`src/hdl/chti_pkg.sv`:
```
// Shared types, codes and saturation helper for the cubic Hermite table interpolator.
// Depends on nothing; every other file of the block but chti_ram imports it.
`default_nettype none

package chti_pkg;

  localparam int MAX_ADDR_BITS = 12;

  localparam logic KIND_LOAD = 1'b0;
  localparam logic KIND_EVAL = 1'b1;

  localparam logic [1:0] REGION_BELOW  = 2'd0;
  localparam logic [1:0] REGION_INSIDE = 2'd1;
  localparam logic [1:0] REGION_ABOVE  = 2'd2;

  localparam logic [2:0] CFG_FIRST_POSITION  = 3'd0;
  localparam logic [2:0] CFG_GRID_SPACING    = 3'd1;
  localparam logic [2:0] CFG_INVERSE_SPACING = 3'd2;
  localparam logic [2:0] CFG_POINTS_IN_USE   = 3'd3;
  localparam logic [2:0] CFG_VALUE_GAIN      = 3'd4;

  // 1.0 in Q16.16, at basis width
  localparam logic signed [20:0] ONE_Q = 21'sd65536;

  typedef struct packed {
    logic               kind;
    logic [7:0]         entry_index;
    logic signed [31:0] sample_value;
    logic signed [31:0] sample_tangent;
    logic signed [31:0] query_position;
  } in_item_t;

  typedef struct packed {
    logic signed [31:0] interpolated_value;
    logic signed [31:0] interpolated_slope;
    logic [1:0]         region;
  } out_item_t;

  typedef struct packed {
    logic signed [31:0] first_position;
    logic [30:0]        grid_spacing;
    logic [30:0]        inverse_spacing;
    logic [8:0]         points_in_use;
    logic signed [31:0] value_gain;
  } cfg_t;

  // Word carried from front to back through the queue
  typedef struct packed {
    logic                     kind;
    logic [1:0]               region;
    logic [MAX_ADDR_BITS-1:0] addr;
    logic signed [63:0]       x;
    logic [15:0]              t;
    logic [31:0]              wval;
    logic [31:0]              wtan;
  } qword_t;

  function automatic logic signed [31:0] sat32(input logic signed [71:0] v);
    logic signed [31:0] r;
    if (v[71:31] == '0 || v[71:31] == '1) begin
      r = v[31:0];
    end else if (v[71]) begin
      r = 32'sh80000000;
    end else begin
      r = 32'sh7FFFFFFF;
    end
    return r;
  endfunction

endpackage

`default_nettype wire

```
`src/hdl/chti_fifo.sv`:
```
// Short queue of words between the front and back parts.
// Depends on chti_pkg for the word type.
`default_nettype none

module chti_fifo #(
  parameter int DEPTH = 4,
  localparam int PW = (DEPTH > 1) ? $clog2(DEPTH) : 1,
  localparam int CW = $clog2(DEPTH + 1)
) (
  input  wire logic            clk_i,
  input  wire logic            rst_ni,
  input  wire logic            push_i,
  input  chti_pkg::qword_t     push_data_i,
  input  wire logic            pop_i,
  output chti_pkg::qword_t     head_o,
  output logic                 full_o,
  output logic                 empty_o
);
  import chti_pkg::*;

  qword_t        mem_q [DEPTH];
  logic [PW-1:0] wr_ptr_q, wr_ptr_d, rd_ptr_q, rd_ptr_d;
  logic [CW-1:0] count_q, count_d;

  assign full_o  = (count_q == CW'(DEPTH));
  assign empty_o = (count_q == '0);
  assign head_o  = mem_q[rd_ptr_q];

  always_comb begin
    wr_ptr_d = wr_ptr_q;
    rd_ptr_d = rd_ptr_q;
    count_d  = count_q;
    if (push_i) begin
      wr_ptr_d = (wr_ptr_q == PW'(DEPTH - 1)) ? '0 : wr_ptr_q + 1'b1;
    end
    if (pop_i) begin
      rd_ptr_d = (rd_ptr_q == PW'(DEPTH - 1)) ? '0 : rd_ptr_q + 1'b1;
    end
    if (push_i && !pop_i) begin
      count_d = count_q + 1'b1;
    end else if (pop_i && !push_i) begin
      count_d = count_q - 1'b1;
    end
  end

  always_ff @(posedge clk_i or negedge rst_ni) begin
    if (!rst_ni) begin
      wr_ptr_q <= '0;
      rd_ptr_q <= '0;
      count_q  <= '0;
    end else begin
      wr_ptr_q <= wr_ptr_d;
      rd_ptr_q <= rd_ptr_d;
      count_q  <= count_d;
    end
  end

  always_ff @(posedge clk_i) begin
    if (push_i) begin
      mem_q[wr_ptr_q] <= push_data_i;
    end
  end

`ifndef SYNTHESIS
  a_no_overflow: assert property (@(posedge clk_i) disable iff (!rst_ni)
    push_i |-> !full_o) else $error("queue push while full");
  a_no_underflow: assert property (@(posedge clk_i) disable iff (!rst_ni)
    pop_i |-> !empty_o) else $error("queue pop while empty");
  a_count_up: assert property (@(posedge clk_i) disable iff (!rst_ni)
    (push_i && !pop_i) |=> count_q == $past(count_q) + 1'b1)
    else $error("queue count lost a push");
`endif

endmodule

`default_nettype wire

```
`config.mk`:
```
export PLATFORM = sky130hd
export DESIGN_NAME = chti_fifo
export DESIGN_NICKNAME = d
export VERILOG_FILES = /design/src/hdl/chti_pkg.sv /design/src/hdl/chti_fifo.sv
export SDC_FILE = /design/constraint.sdc
export NUM_CORES = 1
export LEC_CHECK = 0
export BUFFER_PORTS_ARGS = -buffer_cell sky130_fd_sc_hd__buf_2
export CAP_MARGIN = 20
export CELL_PAD_IN_SITES_DETAIL_PLACEMENT = 0
export CELL_PAD_IN_SITES_GLOBAL_PLACEMENT = 1
export CORE_MARGIN = 3
export CORE_UTILIZATION = 35
export DETAILED_ROUTE_END_ITERATION = 10
export HOLD_SLACK_MARGIN = 0.06
export PLACE_DENSITY_LB_ADDON = 0.08
export SYNTH_ARGS = -nofsm -noshare
export SYNTH_HDL_FRONTEND = slang
export SYNTH_SLANG_ARGS = --single-unit
```
`constraint.sdc`:
```
create_clock -name clk_i -period 6.2 [get_ports clk_i]
set_clock_uncertainty 0.05 [all_clocks]
set_input_delay 0.93 -clock clk_i [delete_from_list [all_inputs] [get_ports clk_i]]
set_output_delay 0.93 -clock clk_i [all_outputs]
set_load 0.05 [all_outputs]
```
==> results by group, run 1 <==
Worst setup path
  • Arr. time, crit path: 3.03 ns
  • Crit. End Element: output pin
  • Max FO, Critical Path: 48
  • Kind of critical path: reg2out
  • Critical path launch point type: flop
  • Worst EP required: 5.22 ns

Clock network
  • Setup bufs post-CTS: 0
  • Clk buf depth: 3
  • CTS tree: done
  • CTS-repair resized insts: 0
  • Clk pin slew, worst setup/hold paths: roughly 0.060 ns
  • Root Buffer: clkbuf_16
  • CTS hold repair buffers: 0
  • Sink Count: 643
  • Num CTS Buffers: slightly above 70
  • H-Tree Depth: 3
  • Clock latency on the worst-skew pair: a little under 0.6 ns

GRT
  • Initial antenna violation count: 17
  • GRT Util Overall: 14.38%
  • Largest net degree at the start of global routing: 87
  • Global-route wire length before repair: roughly 75,000 µm
  • Vias in the first global route: roughly 11,000
  • Grt ovf: 0

Placed design
  • IO buf count: roughly 320
  • HPWL after DPL: 29,160 µm
  • Routability congestion estimate: ~0.69

Logic synthesis
  • Syn_area_per_cell: 26.88 µm²
  • Synth cell types: 18
  • Synth area leaders: edfxtp_1 82%, mux4_2 15%, dfrtp_1 0.75%, buf_6 0.53%, buf_2 0.41%
  • Cells after synthesis: just under 900
  • Yosys top cell area share: around four fifths
  • Synth async-reset ratio: 1.089%
  • Most common cell in the netlist: edfxtp_1
  • Synth Flop Type: edfxtp_1
  • Leading area contributor after synthesis: edfxtp_1
  • Synth Warn #: 0
  • Area of the mapped netlist: 23,330 µm²
  • Mapped Nets: approximately 1,000
  • Sequential share of the synthesized area: 82.60%
  • #FFs+latches synth: ~640
  • Top cells by count, synth: 636 x edfxtp_1, 159 x mux4_2, 19 x buf_2, 11 x buf_6, 7 x dfrtp_1
  • EDFF count, synth: 636

STA
  • Fmax: 249.6 MHz
  • Final Hold Vio Count: 0
  • Sum Neg Setup Slack: 0 ns
  • Max_slew headroom: 33.24%
  • Least-Margin Pin Slew: approximately 1 ns
  • Period utilisation layout: 64.61%
  • Setup Viol. Count Final: 0
  • Worst Hold Slack: 0.1267 ns
  • RSZ-0062 raised after global routing: false
  • Final min period: 4.006 ns
  • Slew Viols, Final: 0

Finish
  • Ratio of cells with drive above 1 in the final layout: 45.96%
  • Final Util: 42.88%
  • Total Nets Final: 1,414
  • P&R area growth vs syn: 21.03%

Run
  • Max-Cap Viols: 0

Drt
  • DRC: 0
  • Initial DRC Count: 601
  • Vias: 10,349
  • Drt first pass iters: 7
  • Antenna violation net count after detailed routing: 0
  • Average wire per standard cell: 22.96 µm
  • Final wirelength: 49,860 µm
  • Vias/cell: 4.765

Die
  • Starting Density: between 30% and 40%
  • Die width: around 260 µm
  • # IOs: 324
  • Std cell rows: 94
  • Core ar.: between 60,000 and 70,000 µm²
  • Die ar.: roughly 70,000 µm²
  • Die H: 264.2 µm

Status
  • Status: complete, no violations

Power
  • Cell Pwr Density: 547.5 nW/µm²
  • Peak VDD IR: 292.6 µV
  • Leakage power total: 9.502 nW

Worst hold path
  • Hold Crit Class: in2async
==> registers in the layout, indices dropped and copies added, names as in the netlist <==
| name | cells |
|---|---|
| mem_q | 636 |
| wr_ptr_q | 2 |
| count_q | 3 |
| rd_ptr_q | 2 |
==> report_power, final <==
group	switching (W)	internal, W	leakage (nW)
registers	0.000307	0.00557	5.92
clock network	0.00162	0.00238	1.08
logic	0.00395	0.00163	2.50
==> worst max-delay path: stages (launching register included) <==
cell and delay [ns]:
dfrtp_4 1.08, buf_12 0.43, mux4_2 0.58, buf_2 0.24
==> cell families after synthesis <==
family	Yosys count	share of synthesized area, %
and+or+nand+nor	11	0.2413
DFF	643	82.60
xor gates and xnor gates	3	0.1126
muxes	162	15.49
adders and majority gates	7	0.4075
AOI/OAI and AO/OA	2	0.04290
buffers and inverters	40	1.099
==> path summary, 6_finish.rpt <==
| kind | depth (start not counted) | startpoint | slack (ns) | to |
|---|---|---|---|---|
| min | 1 | rst_ni | 0.13 | wr_ptr_q[0]$_DFFE_PN0P_ |
| min in group clk_i | 1 | count_q[2]$_DFFE_PN0P_ | 0.43 | count_q[2]$_DFFE_PN0P_ |
| max in group asynchronous | 1 | rst_ni | 5.78 | rd_ptr_q[0]$_DFFE_PN0P_ |
| max reg2reg | 4 | wr_ptr_q[0]$_DFFE_PN0P_ | 3.79 | mem_q[2][76]$_DFFE_PP_ |
| max | 3 | rd_ptr_q[0]$_DFFE_PN0P_ | 2.19 | head_o[97] |
| min reg2reg | 1 | count_q[2]$_DFFE_PN0P_ | 0.43 | count_q[2]$_DFFE_PN0P_ |
==> cell usage in the layout, fill, tap and decap left out, drive strengths merged <==
master,count
fa,1
o21ai,2
nand2,2
xnor2,1
nor3b,1
inv,7
mux4,159
diode,9
ha,6
bufinv,4
nor2,3
buf,338
nor3,1
xor2,2
clkinv,25
clkbuf,97
and2,4
mux2,3
edfxtp,636
dfrtp,7
==> stage by stage <==
stage / setup WS, ns / total power (W) / instance area [µm²] / std cells
final: 2.194 / 0.01546 / 28240 / 2172
after global routing: 1.939 / 0.01619 / 28220 / 2165
after CTS: 2.044 / 0.01579 / 28220 / 2163
after detailed placement: 2.703 / 0.01173 / 26010 / 2034
after global placement: 2.703 / 0.01171 / 26010 / 2034
after floorplan: 1.059 / 0.01037 / 23330 / 868
==> layer usage <==
layer / track usage [%] / routed length (µm) / vias to the layer above / part of all wire, %
met1: 18.21 / 20690 / 5434 / 41
met5: 0 / 82 / - / 0.16
met2: 22.76 / 23810 / 266 / 48
li1: - / - / 4543 / -
met4: 4.594 / 973 / 14 / 2.0
met3: 5.756 / 4310 / 92 / 8.6
==> cell type report <==
| class | count | area [µm²] |
|---|---|---|
| fill | 5775 | 37620 |
| sequential | 643 | 19280 |
| multi-input combinational | 185 | 3812 |
| clock buffer | 97 | 1959 |
| timing repair buffer | 338 | 1817 |
| tap | 864 | 1081 |
| clock inverter | 32 | 251.5 |
| antenna | 9 | 22.52 |
| inverter | 4 | 15.01 |
(Power assumes the default switching activity.)
==> run 2, diff against run 1 <==
clock period = 3.6 ns   (was 6.2 ns; I/O delays follow)
==> run 2 against run 1 <==
  * Critical path depth unchanged
  * Highest routed layer unchanged
  * Non-clock buffer count increased by 20
  * Critical path type unchanged
  * First-iteration DRC count increased by 18%
  * Combinational power increased by 78%
  * Design area increased by 0.68%
==> results by group, run 2 (same netlist as run 1, synthesis figures left out) <==
Finish
  • Most frequent cells in the layout: 636 x edfxtp_1, 323 x buf_2, 159 x mux4_2, 74 x clkbuf_16, 23 x clkbuf_1
  • Most flops, register: mem_q
  • Largest register FFs: between 600 and 700
  • Ratio of cells with drive above 1 in the final layout: between 40% and 50%
  • Non-Filler Instances: 2,184
  • P&R area growth vs syn: 21.85%
  • Top flop regs: mem_q: 636 flops, count_q: 3 flops
  • Design Area, Final: ~28,000 µm²
  • Fill cell count: 5,738
  • Total Nets Final: 1,433
  • Most common cell after layout, fill and taps aside: edfxtp_1

Placed design
  • IO buf count: 323
  • Post-DP Area: 26,260 µm²
  • Cells after DPL: approximately 2,100
  • HPWL after DPL: 31,030 µm
  • Routability congestion estimate: 0.7005

Clock network
  • Clk pin slew, worst setup/hold paths: 0.06 ns
  • CTS tree: done
  • Root Buffer: clkbuf_16
  • Num CTS Buffers: 71
  • H-Tree Depth: 3
  • Sink Count: 643
  • Clock latency on the worst-skew pair: 0.59 ns
  • Clk buf depth: 3

Drt
  • Initial DRC Count: roughly 710
  • Final wirelength: 50,040 µm
  • Routed length on met2: 24,320 µm
  • DRC: 0
  • Vias/cell: 4.786
  • Antenna violation net count after detailed routing: 0
  • Average wire per standard cell: around 23 µm
  • WL met3: between 3000 and 4000 µm
  • Drt first pass iters: 4
  • DR top layer: met5
  • Vias: 10,453
  • M1 WL: between 20,000 and 25,000 µm

GRT
  • Largest net degree at the start of global routing: 75
  • GRT Util Overall: 14.39%
  • Grt ovf: 0
  • Vias in the first global route: between 10,000 and 15,000
  • Global-route wire length before repair: 74,630 µm
  • Initial antenna violation count: 14

STA
  • Final Hold Vio Count: 0
  • Final min period: 3.229 ns
  • Setup Viol. Count Final: 0
  • Max_slew headroom: 47.65%
  • Sum Neg Setup Slack: 0 ns
  • Least-Margin Pin Slew: 0.7853 ns
  • Fmax: 309.7 MHz
  • Period utilisation layout: 89.69%
  • RSZ-0062 raised after global routing: false
  • Slew Viols, Final: 0

Die
  • # IOs: 324
  • Die width: 264.2 µm
  • Die ar.: 69,800 µm²
  • Core ar.: 65,860 µm²
  • Starting Density: 35.43%
  • Std cell rows: between 90 and 100
  • Die H: 264.2 µm

Run
  • Max-Cap Viols: 0

Worst setup path
  • Crit. End Element: output pin
  • Arr. time, crit path: 2.64 ns
  • Reg2Reg Depth: 4
  • Worst EP required: around 3 ns
  • Kind of critical path: reg2out
  • Max FO, Critical Path: 40
  • Critical path launch point type: flop

Worst hold path
  • Hold Crit Class: in2reg
  • Cells on Worst Hold Path: 1

Status
  • Status: complete, no violations

Power
  • Peak VDD IR: 493.3 µV
  • Cell Pwr Density: 935.1 nW/µm²
  • Leakage power total: 9.600 nW
[run 2: cell types whose count changed in the layout (fill, tap and decap cells not counted), moves of 3 or more]
cell           change
buf_4              +7
dlygate4sd3_1      +3
buf_12            +10
clkinv_1           -6
[run 2: routing by layer]
| layer | vias to the layer above | GRT usage, % |
|---|---|---|
| met5 | - | 0 |
| met4 | 14 | 4.757 |
| met3 | 95 | 4.731 |
| met2 | 278 | 22.97 |
| met1 | 5484 | 18.69 |
| li1 | 4582 | - |
[run 2: final cells by class]
cell class | instances | area [µm²] | area share, %
antenna | 7 | 17.52 | 0.06161
clock buffer | 97 | 1938 | 6.817
clock inverter | 26 | 186.4 | 0.6557
inverter | 4 | 15.01 | 0.05281
multi-input combinational | 185 | 3812 | 13.41
sequential | 643 | 19280 | 67.82
tap | 864 | 1081 | 3.802
timing repair buffer | 358 | 2100 | 7.385
[run 2: worst max-delay path, stage by stage, from the launching register on]
cell and delay [ns]:
dfrtp_4 0.78, buf_12 0.38, mux4_2 0.60, buf_2 0.24
[run 2: path summary, 6_finish.rpt]
check	startpoint	endpoint	slack, ns
min in group asynchronous	rst_ni	count_q[1]$_DFFE_PN0P_	0.29
max	rd_ptr_q[0]$_DFFE_PN0P_	head_o[100]	0.37
min	push_data_i[151]	mem_q[3][151]$_DFFE_PP_	0.11
min reg2reg	count_q[2]$_DFFE_PN0P_	count_q[2]$_DFFE_PN0P_	0.44
max reg2reg	wr_ptr_q[0]$_DFFE_PN0P_	mem_q[0][32]$_DFFE_PP_	1.50
max in group asynchronous	rst_ni	rd_ptr_q[1]$_DFFE_PN0P_	3.01
[run 2: repair_timing]
item	4_1_cts	5_1_grt
setup buffers	0	0
endpoints found under the hold margin	15	0
hold buffers	3	0
gates resized for setup	0	0
[run 2: where the power goes]
part,internal (W),switching [W]
Combinational,0.00298,0.00695
Sequential,0.00958,0.000415
Clock,0.00390,0.00276
[run 2: stage by stage]
stage / total power [W] / setup slack, ns / utilization (%) / hold WS [ns]
finish: 0.02659 / 0.3713 / 43.17 / 0.1112
global route: 0.02780 / 0.1948 / 43.15 / 0.08062
CTS: 0.02714 / 0.2449 / 43.14 / 0.06346
detailed placement: 0.02038 / 0.8933 / 39.87 / 0.3417
global placement: 0.02036 / 0.8981 / 39.87 / 0.3392
floorplan: 0.01774 / 0.5345 / - / 0.1944
